===== src/hdl/arpc_pkg.sv =====
// arpc_pkg: shared types and codes for the ARP address cache.
// No dependencies; imported by every module of the block.
package arpc_pkg;

  localparam int IP_W  = 32;
  localparam int MAC_W = 48;

  localparam logic REQ_LEARN  = 1'b0;
  localparam logic REQ_LOOKUP = 1'b1;

  localparam logic [1:0] OUTCOME_UPDATED  = 2'd0;
  localparam logic [1:0] OUTCOME_APPENDED = 2'd1;
  localparam logic [1:0] OUTCOME_DROPPED  = 2'd2;
  localparam logic [1:0] OUTCOME_LOOKUP   = 2'd3;

  typedef struct packed {
    logic             en;
    logic [IP_W-1:0]  ip;
    logic [MAC_W-1:0] mac;
  } arpc_wr_t;

  typedef struct packed {
    logic [IP_W-1:0]  ip;
    logic [MAC_W-1:0] mac;
  } arpc_rd_t;

endpackage


===== src/hdl/arpc_table.sv =====
// arpc_table: entry store, one write port and one registered read port.
// Depends on arpc_pkg.
module arpc_table
  import arpc_pkg::*;
#(
  parameter int ENTRIES = 8,
  parameter int IW      = (ENTRIES > 1) ? $clog2(ENTRIES) : 1
) (
  input  logic           clk,
  input  arpc_wr_t       wr,
  input  logic [IW-1:0]  wr_addr,
  input  logic [IW-1:0]  rd_addr,
  output arpc_rd_t       rd
);

  logic [IP_W-1:0]  mem_ip  [ENTRIES];
  logic [MAC_W-1:0] mem_mac [ENTRIES];

  always_ff @(posedge clk) begin
    if (wr.en) begin
      mem_ip[wr_addr]  <= wr.ip;
      mem_mac[wr_addr] <= wr.mac;
    end
  end

  always_ff @(posedge clk) begin
    rd.ip  <= mem_ip[rd_addr];
    rd.mac <= mem_mac[rd_addr];
  end

endmodule


===== src/hdl/arpc_seq.sv =====
// arpc_seq: request sequencer; scans the table one entry per cycle through
// a single address comparator, then updates, appends, drops or reports.
// Depends on arpc_pkg.
module arpc_seq
  import arpc_pkg::*;
#(
  parameter int ENTRIES = 8,
  parameter int IW      = (ENTRIES > 1) ? $clog2(ENTRIES) : 1,
  parameter int CW      = $clog2(ENTRIES + 1)
) (
  input  logic             clk,
  input  logic             rst,
  input  logic             start,
  output logic             busy,
  input  logic             req_type,
  input  logic [IP_W-1:0]  ip_addr,
  input  logic [MAC_W-1:0] mac_addr,
  output logic             done,
  output logic             found,
  output logic [MAC_W-1:0] mac_out,
  output logic [1:0]       learn_outcome,
  output arpc_wr_t         wr,
  output logic [IW-1:0]    wr_addr,
  output logic [IW-1:0]    rd_addr,
  input  arpc_rd_t         rd
);

  localparam logic [1:0] ST_IDLE   = 2'd0;
  localparam logic [1:0] ST_SCAN   = 2'd1;
  localparam logic [1:0] ST_FINISH = 2'd2;

  logic [1:0]       state;
  logic [1:0]       state_next;
  logic [CW-1:0]    count;
  logic [CW-1:0]    issue_idx;
  logic [IW-1:0]    cmp_idx;
  logic             cmp_valid;
  logic             hit;
  logic [IW-1:0]    hit_idx;
  logic [MAC_W-1:0] hit_mac;
  logic             req_lookup;
  logic [IP_W-1:0]  req_ip;
  logic [MAC_W-1:0] req_mac;

  logic match;
  logic issue;
  logic room;

  assign busy    = (state != ST_IDLE);
  assign match   = cmp_valid && (rd.ip == req_ip);
  assign issue   = (state == ST_SCAN) && !match && (issue_idx < count);
  assign rd_addr = issue_idx[IW-1:0];
  assign room    = (count < CW'(ENTRIES));

  always_comb begin
    state_next = state;
    unique case (state)
      ST_IDLE: begin
        if (start) state_next = ST_SCAN;
      end
      ST_SCAN: begin
        if (match || !issue) state_next = ST_FINISH;
      end
      ST_FINISH: state_next = ST_IDLE;
      default:   state_next = ST_IDLE;
    endcase
  end

  // table write on the finishing cycle of a learn that hits or finds room
  always_comb begin
    wr.en   = 1'b0;
    wr.ip   = req_ip;
    wr.mac  = req_mac;
    wr_addr = hit ? hit_idx : count[IW-1:0];
    if (state == ST_FINISH && req_lookup == REQ_LEARN && (hit || room)) wr.en = 1'b1;
  end

  always_ff @(posedge clk) begin
    if (rst) begin
      state     <= ST_IDLE;
      count     <= '0;
      cmp_valid <= 1'b0;
      done      <= 1'b0;
    end else begin
      state     <= state_next;
      cmp_valid <= issue;
      done      <= (state == ST_FINISH);
      if (wr.en && !hit) count <= count + CW'(1);
    end
  end

  always_ff @(posedge clk) begin
    if (state == ST_IDLE && start) begin
      req_lookup <= req_type;
      req_ip     <= ip_addr;
      req_mac    <= mac_addr;
      issue_idx  <= '0;
      hit        <= 1'b0;
    end
    if (issue) begin
      issue_idx <= issue_idx + CW'(1);
      cmp_idx   <= issue_idx[IW-1:0];
    end
    if (state == ST_SCAN && match) begin
      hit     <= 1'b1;
      hit_idx <= cmp_idx;
      hit_mac <= rd.mac;
    end
    if (state == ST_FINISH) begin
      found   <= hit;
      mac_out <= (req_lookup == REQ_LOOKUP && hit) ? hit_mac : '0;
      if (req_lookup == REQ_LOOKUP) learn_outcome <= OUTCOME_LOOKUP;
      else if (hit)                 learn_outcome <= OUTCOME_UPDATED;
      else if (room)                learn_outcome <= OUTCOME_APPENDED;
      else                          learn_outcome <= OUTCOME_DROPPED;
    end
  end

endmodule


===== src/hdl/arp_address_cache_top.sv =====
// arp_address_cache_top: IPv4 to MAC address cache, learn and lookup.
// Depends on arpc_pkg, arpc_table and arpc_seq.
//
//  channel  | handshake         | payload
//  ---------+-------------------+---------------------------------------
//  request  | start / busy      | req_type, ip_addr, mac_addr
//  result   | done (1 cycle)    | found, mac_out, learn_outcome
//
// A request passes from transfer through the scan of the stored entries and a
// finishing state before done is registered; a match ends the scan early.
// The scan reads one entry per cycle from the table port and checks it in
// the single address comparator. The next request may be started in the
// cycle done is high. rst is synchronous and empties the table. The result
// is shown for one cycle only; the receiver cannot stall.
module arp_address_cache_top
  import arpc_pkg::*;
#(
  parameter int ENTRIES = 8
) (
  input  logic             clk,
  input  logic             rst,
  input  logic             start,
  output logic             busy,
  input  logic             req_type,
  input  logic [IP_W-1:0]  ip_addr,
  input  logic [MAC_W-1:0] mac_addr,
  output logic             done,
  output logic             found,
  output logic [MAC_W-1:0] mac_out,
  output logic [1:0]       learn_outcome
);

  localparam int IW = (ENTRIES > 1) ? $clog2(ENTRIES) : 1;

  arpc_wr_t      wr;
  arpc_rd_t      rd;
  logic [IW-1:0] wr_addr;
  logic [IW-1:0] rd_addr;

  arpc_seq #(.ENTRIES(ENTRIES)) u_seq (
    .clk           (clk),
    .rst           (rst),
    .start         (start),
    .busy          (busy),
    .req_type      (req_type),
    .ip_addr       (ip_addr),
    .mac_addr      (mac_addr),
    .done          (done),
    .found         (found),
    .mac_out       (mac_out),
    .learn_outcome (learn_outcome),
    .wr            (wr),
    .wr_addr       (wr_addr),
    .rd_addr       (rd_addr),
    .rd            (rd)
  );

  arpc_table #(.ENTRIES(ENTRIES)) u_table (
    .clk     (clk),
    .wr      (wr),
    .wr_addr (wr_addr),
    .rd_addr (rd_addr),
    .rd      (rd)
  );

`ifndef ASSERT_OFF
  a_done_idle: assert property (@(posedge clk) disable iff (rst) done |-> !busy)
    else $error("result strobe while busy");
  a_start_busy: assert property (@(posedge clk) disable iff (rst)
    (start && !busy) |=> busy)
    else $error("accepted request did not raise busy");
  a_miss_zero: assert property (@(posedge clk) disable iff (rst)
    (done && !found) |-> (mac_out == '0))
    else $error("non-zero MAC without a hit");
  a_update_found: assert property (@(posedge clk) disable iff (rst)
    (done && (learn_outcome == OUTCOME_UPDATED || learn_outcome == OUTCOME_APPENDED))
      |-> (found == (learn_outcome == OUTCOME_UPDATED)))
    else $error("learn outcome and found disagree");
`endif

endmodule

===== config.mk =====
export PLATFORM = sky130hd
export DESIGN_NAME = arp_address_cache_top
export DESIGN_NICKNAME = d
export VERILOG_FILES = /design/src/hdl/arpc_pkg.sv /design/src/hdl/arpc_table.sv /design/src/hdl/arpc_seq.sv /design/src/hdl/arp_address_cache_top.sv
export SDC_FILE = /design/constraint.sdc
export NUM_CORES = 1
export LEC_CHECK = 0
export BUFFER_PORTS_ARGS = -buffer_cell sky130_fd_sc_hd__buf_2
export CAP_MARGIN = 20
export CORE_UTILIZATION = 54
export DETAILED_ROUTE_END_ITERATION = 16
export HOLD_SLACK_MARGIN = 0.05
export PLACE_DENSITY = 0.71
export SLEW_MARGIN = 20
export SYNTH_ARGS = -nofsm -noshare
export SYNTH_HDL_FRONTEND = slang
export SYNTH_SLANG_ARGS = --single-unit

===== constraint.sdc =====
create_clock -name clk -period 5.28 [get_ports clk]
set_input_delay 0 -clock clk [delete_from_list [all_inputs] [get_ports clk]]
set_output_delay 0 -clock clk [all_outputs]
set_load 0.01 [all_outputs]

# Word-level counts from Yosys, hierarchy flattened
# Memory sizes are Yosys's and may differ from the RTL's. A register that Yosys moved wholly into a read port is not among the register bits.
# Cells that the tools add are included.
# word_totals
regBits	199
ram_bits	640
in_bits	84
out_inout_bits	53
word_cells	56
n_memories	2
# classes
addsub	2
n_lt_le_gt_ge	2
eq_ne	5
muxes	11
bitwise	1
reduce_logical	18
# memory_table
name	depth	width	rd	rd_ports_with_merged_regs	wr	line	text
u_table.mem_mac	8	48	1	1	1	arpc_table.sv:17	logic [MAC_W-1:0] mem_mac [ENTRIES];
u_table.mem_ip	8	32	1	1	1	arpc_table.sv:16	logic [IP_W-1:0] mem_ip [ENTRIES];
# ops
operator	n
$eq 32x32->1	1
$logic_and 1x1->1	9
$add 4x1->4 const B	2
$mux 2	4
$mux 4	2
$lt 4x4->1	1
$lt 4x4->1 const B	1
$ne 2x2->1 const B	2
$pmux 2 s2	1
$reduce_bool 2->1	2
$logic_not 1->1	3
$mux 1	3
$mux 3	1
$eq 2x1->1 const B	1
$eq 2x2->1 const B	1
$logic_not 2->1	1
$logic_or 1x1->1	2
$reduce_and 2->1	1
$not 1->1	1

# Depth between registers and ports, before layout
# logic_depth
ltp_word	9
mapped_depth	7

# Cells and area by module
# A second synthesis with hierarchy kept.
# unflattened
cells_unflattened	1395
hier_area_um2	32710.1
# by_module_without_submodules
mod	n_inst	cells_per_inst	area_per_inst_um2	seq_area_each_um2
arpc_table	1	1018	25655.9	20820.0
arpc_seq	1	377	7054.3	5885.6

# Worst setup path after synthesis
# OpenSTA, ideal clock, no wires.
# synth_path
path_type	register to register
start	register u_seq.state[1]
end	register u_seq.issue_idx[0] (enable)
setup_time_ns	0.346
arrival_ns	4.583
required_time_ns	4.934
setup_slack_ns	0.351
path_stages_with_launch	5
synth_period_minus_slack_ns	4.929
cell_sequence	dfxtp_1 nand2b_1 nor2_1 nor2_1 a21oi_1
# synth_between
elab_chain_len	4
# synth_lines
element	line	text
start: declaration	arpc_seq.sv:32	logic [1:0] state;
start signal: assignment	arpc_seq.sv:85	state <= state_next;
$eq 2x1->1	arpc_seq.sv:51	assign issue = (state == ST_SCAN) && !match && (issue_idx < count);
$logic_and 1x1->1 (2 in series)	arpc_seq.sv:51	
$reduce_bool 2->1 (no source line) *	--	
end signal: assignment	arpc_seq.sv:101	issue_idx <= issue_idx + CW'(1);
end: declaration	arpc_seq.sv:35	logic [CW-1:0] issue_idx;
# Every way passes the cells marked *; elsewhere a longest branch is shown, timed or not.
# A chain may end at the register's enable or synchronous reset.

# Worst setup path after layout
# layout_path
start	register u_seq.hit
end	memory u_table.mem_mac[5][39] (enable)
# layout_between
elab_chain_len	5
# layout_lines
element	line	text
start: declaration	arpc_seq.sv:38	logic hit;
start signal: assignment	arpc_seq.sv:98	hit <= 1'b0;
start signal: assignment	arpc_seq.sv:105	hit <= 1'b1;
$logic_or 1x1->1	arpc_seq.sv:75	if (state == ST_FINISH && req_lookup == REQ_LEARN && (hit || room)) wr.en = 1'b1;
$logic_and 1x1->1	arpc_seq.sv:75	
$mux 1	arpc_seq.sv:75	
$mux 1	arpc_table.sv:20	if (wr.en) begin
$mux 1 (implied by the code)	arpc_table.sv:22	mem_mac[wr_addr] <= wr.mac;
end: declaration	arpc_table.sv:17	
# Parallel ways exist; a longest one is shown, timed or not.

==> results.txt <==
The run finished with clean final reports. The min-delay analysis places its worst path in the category primary input to register. The area share of the leading cell type in the synthesized netlist is between 70% and 80%. The number of instances in the synthesized netlist is between 1000 and 1500.

Across every metal layer, demand over resource in global routing totals around a fifth. The total congestion overflow after global routing is 0. The startpoint type of the worst setup path is a register. The global-route wire length before repair is 92.5 mm. The biggest area contributor in the post-synthesis netlist is sky130_fd_sc_hd__edfxtp_1. Clock latency on the worst-skew pair, taken at its later pin, is 630 ps. Setup repair after global routing left no endpoint under its margin.

The final standard cell count with taps included and fillers excluded is roughly 2500. In the synthesized netlist the async set-or-reset flop fraction comes to 0%. After clock tree synthesis, the clock-pin slew on the worst setup and hold paths is 60 ps. The minimum period implied by the final worst setup slack is 3600 ps. The accumulated negative setup slack is 0 ps.

The count of cell types in the netlist came out at 42. The maximum fanout along the worst path is 60. In this run the tool buffered the top-level ports with around 140 buffer cells. TritonCTS built the clock tree. After detailed placement, the design holds a cell count of between 2000 and 2500. The initial utilization of the core area, before any placement, comes to roughly 55%. The number of setup violations in the final report is 0. In this run the cell area measured after placement is 34500 um2. The iteration-0 DRC count of the detailed router is ~1100.

Synthesis inferred slightly above 900 register bits. The combined area of all synthesized cells is about 33000 um2. The total number of nets in the final design came out at about 1800. At the end of routability-driven placement, the weighted congestion stood at 0.809. The number of levels in the clock H-tree came out at 3. Total power for the finished layout comes to ~16 mW. The filler cell count came out at between 3000 and 4000. The cell sitting at the root of the clock tree is a sky130_fd_sc_hd__clkbuf_16. For this design the ratio of total power to cell area is about 400 nW/um2. In this run the remaining antenna-violating nets after routing total 0. The floorplan step defined a die boundary enclosing ~62000 um2. The largest net degree at the start of global routing came out at ~160. The static leakage power is roughly 13 nW. Using the TritonRoute via totals, the vias-per-cell ratio works out to between 5 and 6. Max-cap violations in this run came to 0. The number of instances resized during post-cts repair is 0. The headroom to the max-slew limit came out at around 28%. The number of antenna diodes is 0.

The slew of the pin with the lowest slew margin came out at around 1100 ps. The core area is ~59000 um2. The Yosys step of the flow raised 0 warnings. VDD sags by at most ~0.35 mV. The number of placement rows came out at between 80 and 90.

The worst setup path is captured at a register. The number of enable-type register cells in the synthesized netlist is a little over 800. TritonCTS created 88 clock buffers. The final number of hold-violating endpoints is 0. The most used flip-flop cell after synthesis is sky130_fd_sc_hd__edfxtp_1. The clock tree skew after final layout is 23.6 ps. The number of max-slew violations in the final report is 0. The total via count in the routed design came out at around 15000. The power dissipated by switching net loads is 3.16 mW.

The combinational share of power came out at 5.4%. between 100 and 150 I/O pins were placed. The worst setup path is of the register to register kind. The final clock period utilization by the worst path is 68.1%. The clock network burns around 41% of the power.

The data arrival time of the critical path is 3860 ps. The switching fraction of total power is 20.4%. The sequential share of power is around 54%. Compared with the post-synthesis result, the final layout area differs by 17.1%.

Summed over all nets, the half-perimeter wirelength after detailed placement is between 30 and 40 mm. The via count of the first global-routing pass is 15400. The total non-filler cell area in the finished layout came out at 38400 um2. In this run the vertical extent of the chip is between 200 and 250 um. Internal power comes to 12.4 mW. The achievable clock frequency came out at 0.278 GHz.

The mean post-synth cell area is 23.2 um2. The width of the die came out at approximately 250 um. The first-pass iteration count of the detailed router is 5. In the post-synthesis netlist, the biggest area contributors are sky130_fd_sc_hd__edfxtp_1, sky130_fd_sc_hd__mux4_2, sky130_fd_sc_hd__dfxtp_1. The maximum clock path buffer count came out at 3.

The endpoint required time on the critical path is approximately 5600 ps. The share of synthesized area occupied by flip-flops and latches is ~81%. The routed length per placed instance is between 20 and 25 um.

The number of nets in the synthesized netlist is 1500. The clock drives approximately 900 sinks. The initial antenna violation count was 0. Summed over all layers, the routed wires come to between 60 and 70 mm.

The number of design rule violations left after detail routing is 0. In the final layout, the share of cells above drive strength 1 is around a third.
sequential cells by signal, indices dropped and copies added (netlist names), 32 cells and up:
register / cells
u_table.mem_mac: 384
u_table.mem_ip: 256
u_table.rd: 80
u_seq.hit_mac: 48
u_seq.mac_out: 48
u_seq.req_mac: 48
u_seq.req_ip: 32
worst paths after layout:
path,start,end,slack [ps],depth (start not counted)
worst min register to register,u_table.rd[33],u_seq.hit_mac[33],400,0
worst max register to register,u_seq.hit,u_table.mem_mac[5][39],1680,5
worst min-delay path,mac_addr[2],u_seq.req_mac[2],80,2
worst max-delay path,u_seq.hit,u_table.mem_mac[5][39],1680,5
metal layers:
metal / vias to the layer above / share of wire [%] / global-route usage (%)
li1: 6374 / - / -
met3: 91 / 5.1 / 3.25
met1: 7662 / 42 / 28.1
met2: 424 / 51 / 34.8
met4: 0 / 1.9 / 5.63
met5: - / 0 / 0
area by class of cell:
| class | instances | area [um2] | share of cell area (%) |
|---|---|---|---|
| clock inverters | 40 | 454 | 1.18 |
| clock buffers | 126 | 2550 | 6.64 |
| inverters | 11 | 43.8 | 0.114 |
| multi-input cells | 424 | 5810 | 15.1 |
| repair buffers | 246 | 1850 | 4.83 |
| well taps | 773 | 967 | 2.52 |
| flip-flops and latches | 919 | 26700 | 69.6 |
critical path: stages (launching register included):
cell and delay (ps):
sky130_fd_sc_hd__dfxtp_2 1040, sky130_fd_sc_hd__inv_1 140, sky130_fd_sc_hd__a21o_1 250, sky130_fd_sc_hd__or3_1 490, sky130_fd_sc_hd__nor2_4 800, sky130_fd_sc_hd__buf_4 510
cell families (layout without fill, tap and decap cells):
group           Yosys count  after routing  synth area share, %
simple gates            129            129                 2.30
xor+xnor                 30             30                0.802
buf+inv                  68            423                 1.02
flops                   919            919                 81.5
compound gates           18             18                0.409
fa+ha+maj                 5              5                0.191
mux                     242            242                 13.8
synthesized netlist by cell type (all sizes together) (6+ instances only):
cell and n:
and3 50, buf 27, clkbuf 30, dfxtp 89
edfxtp 830, inv 11, mux2 80, mux4 160
nand2 11, nand2b 14, nand3 6, nand4 7
nor2 23, xnor2 27
stage by stage:
step,setup slack (ps),utilization (%),hold WS [ps]
floorplan,351,-,98.9
global route,1480,64.6,64.9
detailed placement,1650,58.0,178
CTS,1610,64.6,50.7
global placement,1770,58.0,176
finish,1680,64.6,84.2
power by group through the flow:
stage / clock network (mW) / registers [mW] / logic (mW)
finish: 6.38 / 8.32 / 0.839
global route: 6.77 / 8.34 / 0.908
CTS: 6.50 / 8.32 / 0.858
detailed placement: 0 / 8.47 / 0.801
global placement: 0 / 8.46 / 0.796
floorplan: 0 / 8.41 / 0.585
placed cells by master (no fill, tap or decap), drive strengths merged, types with 5 or more instances in the layout:
master       synthesis  layout
and3                50      50
buf                 27     157
bufinv               0       8
clkbuf              30     126
clkinv               0      26
dfxtp               89      89
dlygate4sd3          0      89
edfxtp             830     830
ha                   5       5
inv                 11      16
mux2                80      80
mux4               160     160
nand2               11      11
nand2b              14      14
nand3                6       6
nand4                7       7
nor2                23      23
nor3                 5       5
nor4                 5       5
xnor2               27      27
repair_timing:
action                                  CTS  global route
setup buffers                             0             0
endpoints found under the hold margin    94             0
endpoints found under the setup margin    0             0
hold buffers                             89             0
(Power assumes the default switching activity.)
